## src/rtl/llwbs_pkg.sv

```systemverilog
// shared types, codes and constants of the link line whitespace bit scanner
package llwbs_pkg;

  localparam int POSITION_WIDTH_DEFAULT = 32;

  localparam int CFG_INDEX_WIDTH = 2;
  localparam int CFG_DATA_WIDTH  = 16;

  // result queue geometry
  localparam int RQ_DEPTH = 4;
  localparam int RQ_AW    = $clog2(RQ_DEPTH);
  localparam int RQ_CW    = $clog2(RQ_DEPTH + 1);

  typedef enum logic [CFG_INDEX_WIDTH-1:0] {
    REG_LANE_SELECT    = 2'd0,
    REG_MIN_EACH_VALUE = 2'd1,
    REG_MIN_TOTAL      = 2'd2,
    REG_MINORITY_RATIO = 2'd3
  } cfg_reg_t;

  typedef enum logic [1:0] {
    LANE_PREFIX_PARITY = 2'd0,
    LANE_PREFIX_KIND   = 2'd1,
    LANE_SEP_PARITY    = 2'd2,
    LANE_SEP_KIND      = 2'd3
  } lane_t;

  typedef enum logic [1:0] {
    INFO_NONE  = 2'd0,
    INFO_SPACE = 2'd1,
    INFO_TAB   = 2'd2,
    INFO_MIXED = 2'd3
  } char_info_t;

  typedef enum logic [1:0] {
    STATUS_OK       = 2'd0,
    STATUS_NONE     = 2'd1,
    STATUS_OVERFLOW = 2'd2
  } status_t;

  localparam logic KIND_SYMBOL = 1'b0;
  localparam logic KIND_REPORT = 1'b1;

  localparam logic [7:0] CHAR_NUL   = 8'h00;
  localparam logic [7:0] CHAR_TAB   = 8'h09;
  localparam logic [7:0] CHAR_LF    = 8'h0A;
  localparam logic [7:0] CHAR_CR    = 8'h0D;
  localparam logic [7:0] CHAR_SPACE = 8'h20;
  localparam logic [7:0] CHAR_EQ    = 8'h3D;
  localparam logic [7:0] CHAR_GT    = 8'h3E;

  localparam lane_t       LANE_RESET     = LANE_PREFIX_PARITY;
  localparam logic [15:0] MIN_EACH_RESET = 16'd8;
  localparam logic [15:0] MIN_TOTAL_RESET = 16'd32;
  localparam logic [7:0]  RATIO_RESET    = 8'd5;

  typedef struct packed {
    logic        result_kind;
    logic        bit_value;
    logic [31:0] item_offset;
    logic [31:0] item_length;
    logic [31:0] observation_total;
    logic        finding;
    logic [1:0]  report_status;
    logic        final_result;
  } result_t;

endpackage

```

## src/rtl/llwbs_core.sv

```systemverilog
// line parser, lane symbol extraction, counters and end report of the scanner
module llwbs_core #(
  parameter int POSITION_WIDTH = llwbs_pkg::POSITION_WIDTH_DEFAULT
) (
  input  logic                                 clk,
  input  logic                                 rst,
  input  logic                                 cfg_write,
  input  logic [llwbs_pkg::CFG_INDEX_WIDTH-1:0] cfg_index,
  input  logic [llwbs_pkg::CFG_DATA_WIDTH-1:0]  cfg_data,
  input  logic                                 step,
  input  logic [7:0]                           data_byte,
  input  logic                                 end_of_stream,
  output logic [1:0]                           push_n,
  output llwbs_pkg::result_t                   res_a,
  output llwbs_pkg::result_t                   res_b
);
  import llwbs_pkg::*;

  localparam int PW = POSITION_WIDTH;

  typedef enum logic [2:0] {
    PH_START, PH_EQ, PH_PREFIX, PH_URL, PH_SEP, PH_LABEL, PH_REJECT
  } phase_t;

  typedef struct packed {
    phase_t     phase;
    logic [PW-1:0] line_begin;
    logic [PW-1:0] prefix_length;
    char_info_t prefix_info;
    logic [PW-1:0] url_end;
    logic [PW-1:0] sep_begin;
    logic [PW-1:0] sep_length;
    char_info_t sep_info;
  } line_t;

  typedef struct packed {
    logic          valid;
    logic          value;
    logic [PW-1:0] off;
    logic [PW-1:0] len;
  } sym_t;

  function automatic logic [PW-1:0] sat_inc(logic [PW-1:0] a);
    return (a == '1) ? a : a + 1'b1;
  endfunction

  function automatic logic [PW-1:0] sat_sum(logic [PW-1:0] a, logic [PW-1:0] b);
    logic [PW:0] s;
    s = {1'b0, a} + {1'b0, b};
    return s[PW] ? '1 : s[PW-1:0];
  endfunction

  function automatic logic [31:0] to32(logic [PW-1:0] x);
    logic [63:0] w;
    w = 64'(x);
    return w[31:0];
  endfunction

  function automatic logic is_hspace(logic [7:0] c);
    return (c == CHAR_SPACE) || (c == CHAR_TAB);
  endfunction

  function automatic char_info_t merge_info(char_info_t info, logic [7:0] c);
    char_info_t k;
    k = (c == CHAR_TAB) ? INFO_TAB : INFO_SPACE;
    if (info == INFO_NONE) return k;
    return (info == k) ? info : INFO_MIXED;
  endfunction

  function automatic line_t line_clear(logic [PW-1:0] start_pos);
    line_t r;
    r = '0;
    r.phase = PH_START;
    r.line_begin = start_pos;
    return r;
  endfunction

  function automatic line_t feed(line_t s, logic [7:0] c, logic [PW-1:0] p);
    line_t r;
    r = s;
    case (s.phase)
      PH_START: r.phase = (c == CHAR_EQ) ? PH_EQ : PH_REJECT;
      PH_EQ: begin
        if (c == CHAR_GT) begin
          r.phase = PH_PREFIX;
          r.prefix_length = '0;
          r.prefix_info = INFO_NONE;
        end else begin
          r.phase = PH_REJECT;
        end
      end
      PH_PREFIX: begin
        if (is_hspace(c)) begin
          r.prefix_length = sat_inc(s.prefix_length);
          r.prefix_info = merge_info(s.prefix_info, c);
        end else begin
          r.phase = PH_URL;
        end
      end
      PH_URL: begin
        if (is_hspace(c)) begin
          r.url_end = p;
          r.sep_begin = p;
          r.sep_length = PW'(1);
          r.sep_info = merge_info(INFO_NONE, c);
          r.phase = PH_SEP;
        end
      end
      PH_SEP: begin
        if (is_hspace(c)) begin
          r.sep_length = sat_inc(s.sep_length);
          r.sep_info = merge_info(s.sep_info, c);
        end else begin
          r.phase = PH_LABEL;
        end
      end
      default: ;
    endcase
    return r;
  endfunction

  function automatic sym_t close_line(line_t s, logic [PW-1:0] endp, lane_t lane);
    sym_t r;
    logic link;
    logic label;
    logic [PW-1:0] url_end;
    logic [PW-1:0] pstart;
    r = '0;
    link = (s.phase == PH_URL) || (s.phase == PH_LABEL);
    label = s.phase == PH_LABEL;
    url_end = (s.phase == PH_URL) ? endp : s.url_end;
    pstart = sat_sum(s.line_begin, PW'(2));
    if (link) begin
      case (lane)
        LANE_PREFIX_PARITY: begin
          r.valid = 1'b1;
          r.value = s.prefix_length[0];
          if (s.prefix_length != '0) begin
            r.off = pstart;
            r.len = s.prefix_length;
          end else begin
            // empty prefix: whole head of the line up to the url end
            r.off = s.line_begin;
            r.len = (url_end >= s.line_begin) ? url_end - s.line_begin : '0;
          end
        end
        LANE_PREFIX_KIND: begin
          if (s.prefix_length != '0 && (s.prefix_info inside {INFO_SPACE, INFO_TAB})) begin
            r.valid = 1'b1;
            r.off = pstart;
            r.len = s.prefix_length;
            r.value = s.prefix_info == INFO_TAB;
          end
        end
        LANE_SEP_PARITY: begin
          if (label) begin
            r.valid = 1'b1;
            r.off = s.sep_begin;
            r.len = s.sep_length;
            r.value = s.sep_length[0];
          end
        end
        default: begin
          if (label && (s.sep_info inside {INFO_SPACE, INFO_TAB})) begin
            r.valid = 1'b1;
            r.off = s.sep_begin;
            r.len = s.sep_length;
            r.value = s.sep_info == INFO_TAB;
          end
        end
      endcase
    end
    return r;
  endfunction

  // configuration
  lane_t       lane_select;
  logic [15:0] min_each_value;
  logic [15:0] min_total;
  logic [7:0]  minority_ratio;

  // stream state
  logic [PW-1:0] byte_position;
  line_t         line_st;
  logic          held_cr;
  logic [31:0]   zero_count;
  logic [31:0]   one_count;
  logic [PW-1:0] first_offset;
  logic [PW-1:0] end_offset;
  logic          overflow_flag;

  logic [PW-1:0] pos_after;
  logic [PW-1:0] pos_prev;
  logic          is_lf;
  logic          is_cr;
  logic          do_byte;
  line_t         line_cr;
  line_t         line_run;
  logic          held_next;
  logic          closing;
  line_t         close_in;
  logic [PW-1:0] close_endp;
  sym_t          sym;
  logic          emit;
  logic [31:0]   zero_next;
  logic [31:0]   one_next;
  logic [PW-1:0] first_next;
  logic [PW-1:0] end_next;
  logic          overflow_next;
  logic [32:0]   total;
  logic [31:0]   minority;
  logic [39:0]   product;
  logic [PW-1:0] span;
  status_t       status;
  logic          finding;
  result_t       sym_res;
  result_t       rep_res;

  assign pos_after = sat_inc(byte_position);
  assign pos_prev  = (byte_position == '0) ? '0 : byte_position - 1'b1;
  assign is_lf     = data_byte == CHAR_LF;
  assign is_cr     = data_byte == CHAR_CR;
  // a nul byte at a saturated position is not parsed
  assign do_byte   = !(byte_position == '1 && data_byte == CHAR_NUL);

  always_comb begin
    // a held cr not followed by lf is an ordinary byte of the line
    line_cr = held_cr ? feed(line_st, CHAR_CR, pos_prev) : line_st;
    line_run = line_cr;
    held_next = 1'b0;
    if (do_byte) begin
      if (is_cr) begin
        held_next = 1'b1;
      end else begin
        line_run = feed(line_cr, data_byte, byte_position);
      end
    end
  end

  // only one close per item can yield a symbol: lf closes the line, else end of stream
  assign closing    = is_lf || end_of_stream;
  assign close_in   = is_lf ? line_st : line_run;
  assign close_endp = is_lf ? (held_cr ? pos_prev : byte_position)
                            : (held_next ? byte_position : pos_after);
  assign sym        = close_line(close_in, close_endp, lane_select);

  always_comb begin
    zero_next = zero_count;
    one_next = one_count;
    first_next = first_offset;
    end_next = end_offset;
    overflow_next = overflow_flag;
    emit = 1'b0;
    if (closing && sym.valid && !overflow_flag) begin
      if (zero_count == '0 && one_count == '0) first_next = sym.off;
      if (sym.value ? (one_count == '1) : (zero_count == '1)) begin
        overflow_next = 1'b1;
      end else begin
        emit = 1'b1;
        if (sym.value) one_next = one_count + 1'b1;
        else zero_next = zero_count + 1'b1;
        end_next = sat_sum(sym.off, sym.len);
      end
    end
  end

  assign total    = {1'b0, zero_next} + {1'b0, one_next};
  assign minority = (zero_next < one_next) ? zero_next : one_next;
  assign product  = 40'(minority) * 40'(minority_ratio);
  assign span     = (end_next >= first_next) ? end_next - first_next : '0;
  assign status   = overflow_next ? STATUS_OVERFLOW
                  : (total == '0) ? STATUS_NONE : STATUS_OK;
  assign finding  = (status == STATUS_OK) && (zero_next >= 32'(min_each_value))
                  && (one_next >= 32'(min_each_value)) && (total >= 33'(min_total))
                  && (product >= 40'(total));

  always_comb begin
    sym_res = '0;
    sym_res.result_kind = KIND_SYMBOL;
    sym_res.bit_value = sym.value;
    sym_res.item_offset = to32(sym.off);
    sym_res.item_length = to32(sym.len);
    sym_res.report_status = STATUS_OK;
    sym_res.final_result = !end_of_stream;

    rep_res = '0;
    rep_res.result_kind = KIND_REPORT;
    rep_res.item_offset = to32(first_next);
    rep_res.item_length = to32(span);
    rep_res.observation_total = total[32] ? '1 : total[31:0];
    rep_res.finding = finding;
    rep_res.report_status = status;
    rep_res.final_result = 1'b1;
  end

  assign push_n = step ? (2'(emit) + 2'(end_of_stream)) : 2'd0;
  assign res_a  = emit ? sym_res : rep_res;
  assign res_b  = rep_res;

  always_ff @(posedge clk) begin
    if (rst) begin
      lane_select <= LANE_RESET;
      min_each_value <= MIN_EACH_RESET;
      min_total <= MIN_TOTAL_RESET;
      minority_ratio <= RATIO_RESET;
      byte_position <= '0;
      line_st <= line_clear('0);
      held_cr <= 1'b0;
      zero_count <= '0;
      one_count <= '0;
      first_offset <= '0;
      end_offset <= '0;
      overflow_flag <= 1'b0;
    end else begin
      if (cfg_write) begin
        case (cfg_reg_t'(cfg_index))
          REG_LANE_SELECT:    lane_select <= lane_t'(cfg_data[1:0]);
          REG_MIN_EACH_VALUE: min_each_value <= cfg_data;
          REG_MIN_TOTAL:      min_total <= cfg_data;
          REG_MINORITY_RATIO: minority_ratio <= cfg_data[7:0];
          default: ;
        endcase
      end
      if (step) begin
        if (end_of_stream) begin
          // report done, next byte opens a new stream
          byte_position <= '0;
          line_st <= line_clear('0);
          held_cr <= 1'b0;
          zero_count <= '0;
          one_count <= '0;
          first_offset <= '0;
          end_offset <= '0;
          overflow_flag <= 1'b0;
        end else begin
          byte_position <= pos_after;
          line_st <= is_lf ? line_clear(pos_after) : line_run;
          held_cr <= held_next;
          zero_count <= zero_next;
          one_count <= one_next;
          first_offset <= first_next;
          end_offset <= end_next;
          overflow_flag <= overflow_next;
        end
      end
    end
  end

`ifndef ASSERT_OFF
  a_eos_clears: assert property (@(posedge clk) disable iff (rst)
    (step && end_of_stream) |=> (byte_position == '0 && !held_cr && !overflow_flag))
    else $error("stream state not cleared after end of stream");

  a_overflow_saturated: assert property (@(posedge clk) disable iff (rst)
    overflow_flag |-> (zero_count == '1 || one_count == '1))
    else $error("overflow flag without a saturated count");

  a_held_cr_source: assert property (@(posedge clk) disable iff (rst)
    $rose(held_cr) |-> $past(step && data_byte == CHAR_CR))
    else $error("held cr set without an accepted cr");
`endif

endmodule

```

## src/rtl/llwbs_rq.sv

```systemverilog
// small result queue taking up to two results per cycle and giving one while out_ready is high
module llwbs_rq (
  input  logic               clk,
  input  logic               rst,
  input  logic [1:0]         push_n,
  input  llwbs_pkg::result_t push_a,
  input  llwbs_pkg::result_t push_b,
  output logic               room,
  output logic               out_valid,
  input  logic               out_ready,
  output llwbs_pkg::result_t head
);
  import llwbs_pkg::*;

  result_t          entry [RQ_DEPTH];
  logic [RQ_AW-1:0] wptr;
  logic [RQ_AW-1:0] rptr;
  logic [RQ_CW-1:0] count;
  logic             pop;

  assign out_valid = count != '0;
  assign pop       = out_valid && out_ready;
  assign head      = entry[rptr];
  // room for the two results that one item can cause
  assign room      = count <= RQ_CW'(RQ_DEPTH - 2);

  always_ff @(posedge clk) begin
    if (push_n != 2'd0) entry[wptr] <= push_a;
    if (push_n == 2'd2) entry[wptr + 1'b1] <= push_b;
  end

  always_ff @(posedge clk) begin
    if (rst) begin
      wptr <= '0;
      rptr <= '0;
      count <= '0;
    end else begin
      wptr <= wptr + RQ_AW'(push_n);
      rptr <= rptr + RQ_AW'(pop);
      count <= count + RQ_CW'(push_n) - RQ_CW'(pop);
    end
  end

`ifndef ASSERT_OFF
  a_count_bound: assert property (@(posedge clk) disable iff (rst)
    count <= RQ_CW'(RQ_DEPTH))
    else $error("result queue over full");

  a_pop_only: assert property (@(posedge clk) disable iff (rst)
    (pop && push_n == 2'd0) |=> (count == $past(count) - 1'b1))
    else $error("result queue count wrong after pop");
`endif

endmodule

```

## src/rtl/link_line_whitespace_bit_scanner.sv

```systemverilog
// top level of the link line whitespace bit scanner
// a result is registered in the result queue before it is offered
// throughput: one byte per cycle while the queue has room; results leave one
// per cycle with out_ready high; a final byte closing a link line queues two
// reset: synchronous, clears stream state and queue, loads register defaults
module link_line_whitespace_bit_scanner #(
  parameter int POSITION_WIDTH = llwbs_pkg::POSITION_WIDTH_DEFAULT
) (
  input  logic                                  clk,
  input  logic                                  rst,
  input  logic                                  cfg_write,
  input  logic [llwbs_pkg::CFG_INDEX_WIDTH-1:0] cfg_index,
  input  logic [llwbs_pkg::CFG_DATA_WIDTH-1:0]  cfg_data,
  input  logic                                  in_valid,
  output logic                                  in_ready,
  input  logic [7:0]                            data_byte,
  input  logic                                  end_of_stream,
  output logic                                  out_valid,
  input  logic                                  out_ready,
  output logic                                  result_kind,
  output logic                                  bit_value,
  output logic [31:0]                           item_offset,
  output logic [31:0]                           item_length,
  output logic [31:0]                           observation_total,
  output logic                                  finding,
  output logic [1:0]                            report_status,
  output logic                                  final_result
);
  import llwbs_pkg::*;

  logic       step;
  logic [1:0] push_n;
  result_t    res_a;
  result_t    res_b;
  result_t    head;
  logic       room;

  assign in_ready = room;
  assign step     = in_valid && in_ready;

  llwbs_core #(
    .POSITION_WIDTH(POSITION_WIDTH)
  ) u_core (
    .clk          (clk),
    .rst          (rst),
    .cfg_write    (cfg_write),
    .cfg_index    (cfg_index),
    .cfg_data     (cfg_data),
    .step         (step),
    .data_byte    (data_byte),
    .end_of_stream(end_of_stream),
    .push_n       (push_n),
    .res_a        (res_a),
    .res_b        (res_b)
  );

  llwbs_rq u_rq (
    .clk      (clk),
    .rst      (rst),
    .push_n   (push_n),
    .push_a   (res_a),
    .push_b   (res_b),
    .room     (room),
    .out_valid(out_valid),
    .out_ready(out_ready),
    .head     (head)
  );

  assign result_kind       = head.result_kind;
  assign bit_value         = head.bit_value;
  assign item_offset       = head.item_offset;
  assign item_length       = head.item_length;
  assign observation_total = head.observation_total;
  assign finding           = head.finding;
  assign report_status     = head.report_status;
  assign final_result      = head.final_result;

endmodule

```

## config.mk

```make
export PLATFORM = sky130hd
export DESIGN_NAME = link_line_whitespace_bit_scanner
export DESIGN_NICKNAME = d
export VERILOG_FILES = /design/src/rtl/llwbs_pkg.sv /design/src/rtl/llwbs_core.sv /design/src/rtl/llwbs_rq.sv /design/src/rtl/link_line_whitespace_bit_scanner.sv
export SDC_FILE = /design/constraint.sdc
export NUM_CORES = 2
export LEC_CHECK = 0
export ABC_AREA = 0
export BUFFER_PORTS_ARGS = -buffer_cell sky130_fd_sc_hd__buf_2
export CORE_ASPECT_RATIO = 0.75
export CORE_UTILIZATION = 35
export CTS_BUF_LIST = sky130_fd_sc_hd__clkbuf_4
export CTS_CLUSTER_SIZE = 14
export DETAILED_ROUTE_END_ITERATION = 8
export PLACE_DENSITY = 0.6
export SLEW_MARGIN = 20
export SYNTH_ARGS = -nofsm -noshare
export SYNTH_HDL_FRONTEND = slang
export SYNTH_SLANG_ARGS = --single-unit
```

## constraint.sdc

```tcl
create_clock -name clk -period 40 [get_ports clk]
set_clock_uncertainty 0.2 [all_clocks]
set_input_delay 8 -clock clk [delete_from_list [all_inputs] [get_ports clk]]
set_output_delay 8 -clock clk [all_outputs]
set_load 0.005 [all_outputs]
```

==> impl_metrics.json <==
{
  "status": "completed",
  "clk_latency_ps": 1300,
  "path_class": "primary input to register",
  "post-route-period-util": 0.588,
  "fp.coreArea_um2": 167000,
  "setup_viol": 0,
  "gp_congestion": 0.995,
  "htree_levels": 4,
  "io_pins": 136,
  "synth_area_um2": 59000,
  "die_area_um2": 170000,
  "cpLargestDelayFamily": "compound AO/OA/AOI/OAI gates",
  "antenna_found_initial": 21,
  "required_ps": 40730,
  "use_met3": 0.0606,
  "synth_seq_area_share": 0.334,
  "post-route-util": 0.387,
  "grt_pass1_wl_um": 339000,
  "areaGrowthSynthToFinish_pct": 9.66,
  "final-max-slew-violation-count": 0,
  "place_ws_ps": 15660,
  "wl_per_cell_um": 25.0,
  "layout_setup_ws_ps": 16470,
  "dr.pass1.iters": 9,
  "drive_gt1_frac": 0.121,
  "synth_ff_type": "edfxtp_1",
  "timing.slew.headroom": 0.149,
  "cap_viol_max_count": 0,
  "tns_ps": 0,
  "synthArstFlopShare": 0,
  "vdd_ir_drop_max_mv": 0.0400,
  "worst-path-buf-inv": 5,
  "max_stage_delay_ps": 870,
  "die_y_um": 358,
  "first_iter_violations": 7158,
  "cts_setup_buffers": 0,
  "clock_sinks": 786,
  "cts.repair.resized": 0,
  "track_usage": 0.261,
  "cp_data_arrival_time_ps": 24260,
  "die_w_um": 476,
  "fmax_mhz": 42.5,
  "dp_hpwl_um": 164000,
  "p_per_area_nw_per_um2": 41.9,
  "worst_pin_slew_ps": 1270,
  "grt_util_met1": 0.396,
  "worst_hold_path_type": "register to register",
  "syn_inst": 6743,
  "cts_tree": "yes",
  "met2_usage": 0.360,
  "hold_buffers": 0,
  "routed_wl_um": 230000,
  "final_cell_mix": "nor2_1, nand2_1, a21oi_1, inv_1, edfxtp_1",
  "ctsLongestPathBuffers": 3,
  "final_common_cell": "nor2_1",
  "grt.overflow.total": 0,
  "min_period_ps": 23530,
  "syn_area_per_cell_um2": 8.75,
  "grt_max_degree": 119,
  "grt_pass1_vias": 51300,
  "path_common_cell": "a21oi_1",
  "slowest_stage": "or4_1",
  "clk_pin_slew_ps": 70,
  "routed-via-count": 55200,
  "synth_seq_cells": 786,
  "ys_types": 108,
  "post_drt_via_cell_ratio": 6.00,
  "rows": 130,
  "clock-root-buffer": "clkbuf_4",
  "yosys_warnings": 0,
  "drcViolationCount": 0,
  "drtAntennaViolNets": 0,
  "start_kind": "primary input",
  "finalHoldViolations": 0,
  "worstPathMaxFanout": 18,
  "grt.busiest_layer": "met1",
  "synth_nets": 7280,
  "worstSetupEndpointType": "register",
  "power.leakage_nw": 24.0,
  "start_util": 0.353,
  "numCtsBuffers": 210,
  "rsz0062_at_grt": "no",
  "synth-edff-count": 396,
  "portBuffers": 135,
  "layout.nets": 7314
}
-- cell type report --
cell class / instances / area [µm²]
Multi-Input combinational cell: 5118 / 36300
Tap cell: 2244 / 2810
Clock buffer: 318 / 2390
Antenna cell: 15 / 37.5
Timing Repair Buffer: 254 / 1580
Clock inverter: 58 / 344
Sequential cell: 786 / 19700
Fill cell: 16900 / 103000
Inverter: 407 / 1530
-- synthesized netlist by cell type, drive strengths merged, types with 26 or more instances --
master   number  area [µm²]
or2          29         181
nor3        129         683
or3          53         332
o21ai       301        1510
o21a         31         233
xor2         74         648
mux2i        54         541
buf          71         322
o211ai       26         205
o22ai       262        1640
clkbuf      361        1360
nor2b        39         244
inv         407        1530
nor4         85         578
nand3       149         746
xnor2       159        1400
a21oi       522        2620
nand4        83         553
a22o         32         280
fa          185        3700
and2        238        1490
nor2        694        2610
a22oi       148        1110
a211oi       45         353
edfxtp      396       11900
and3         73         457
mux4        102        2300
a21o        110         826
nand2b       55         344
a31oi        55         350
nand2       644        2420
o21bai       40         300
ha          320        4000
a2bb2oi      27         236
dfxtp       390        7810
-- power by group --
part           internal (W)  switching [W]
Sequential         0.000885      0.0000249
Clock              0.000372       0.000379
Combinational      0.000352       0.000698
-- worst min-delay path, cell delays in order, from the launching register on --
cell and delay, ps:
dfxtp_1 310, nand2_1 50, nand2_1 40
-- through the flow --
stage | power [W] | hold WS [ps] | area [µm²] | instances
6_report | 0.00271 | 247 | 64700 | 9200
3_5_place_dp | 0.00195 | 233 | 61900 | 8809
4_1_cts | 0.00270 | 251 | 64700 | 9185
2_1_floorplan | 0.00157 | 218 | 59000 | 6743
5_1_grt | 0.00282 | 266 | 64700 | 9194
3_3_place_gp | 0.00194 | 228 | 61900 | 8809
-- registers in the layout (all words and copies together), names as in the netlist --
signal,flops
u_rq.wptr,2
u_core.one_count,32
u_core.min_total,16
u_rq.count,3
u_core.overflow_flag,1
u_core.held_cr,1
u_core.min_each_value,16
u_core.first_offset,32
u_core.zero_count,32
u_core.minority_ratio,8
u_core.lane_select,2
u_rq.entry,408
u_core.byte_position,32
u_rq.rptr,2
u_core.line_st,167
u_core.end_offset,32
-- final timing paths --
kind | slack (ps) | startpoint | endpoint | cells past startpoint
max | 16470 | data_byte[4] | u_rq.entry[2][3] | 61
min reg2reg | 250 | u_rq.entry[3][101] | u_rq.entry[3][101] | 2
min | 250 | u_rq.entry[3][101] | u_rq.entry[3][101] | 2
max reg2reg | 22520 | u_core.line_st[165] | u_rq.entry[2][3] | 60
-- layer usage --
| metal | part of all wire | wire, µm |
|---|---|---|
| met5 | 0.00051 | 116 |
| met4 | 0.026 | 5970 |
| met3 | 0.11 | 25900 |
| met2 | 0.40 | 91400 |
| met1 | 0.46 | 106000 |
-- kinds of logic after synthesis --
logic type,after synthesis,synth area share
AND/OR/NAND/NOR,2358,0.193
XOR/XNOR,233,0.0347
AO/OA/AOI/OAI,1844,0.202
buffers and inverters,839,0.0543
adder cells (fa/ha/maj),505,0.131
flip-flops,786,0.334
multiplexers,178,0.0523
Note: power is estimated with default switching activity, not from simulation.
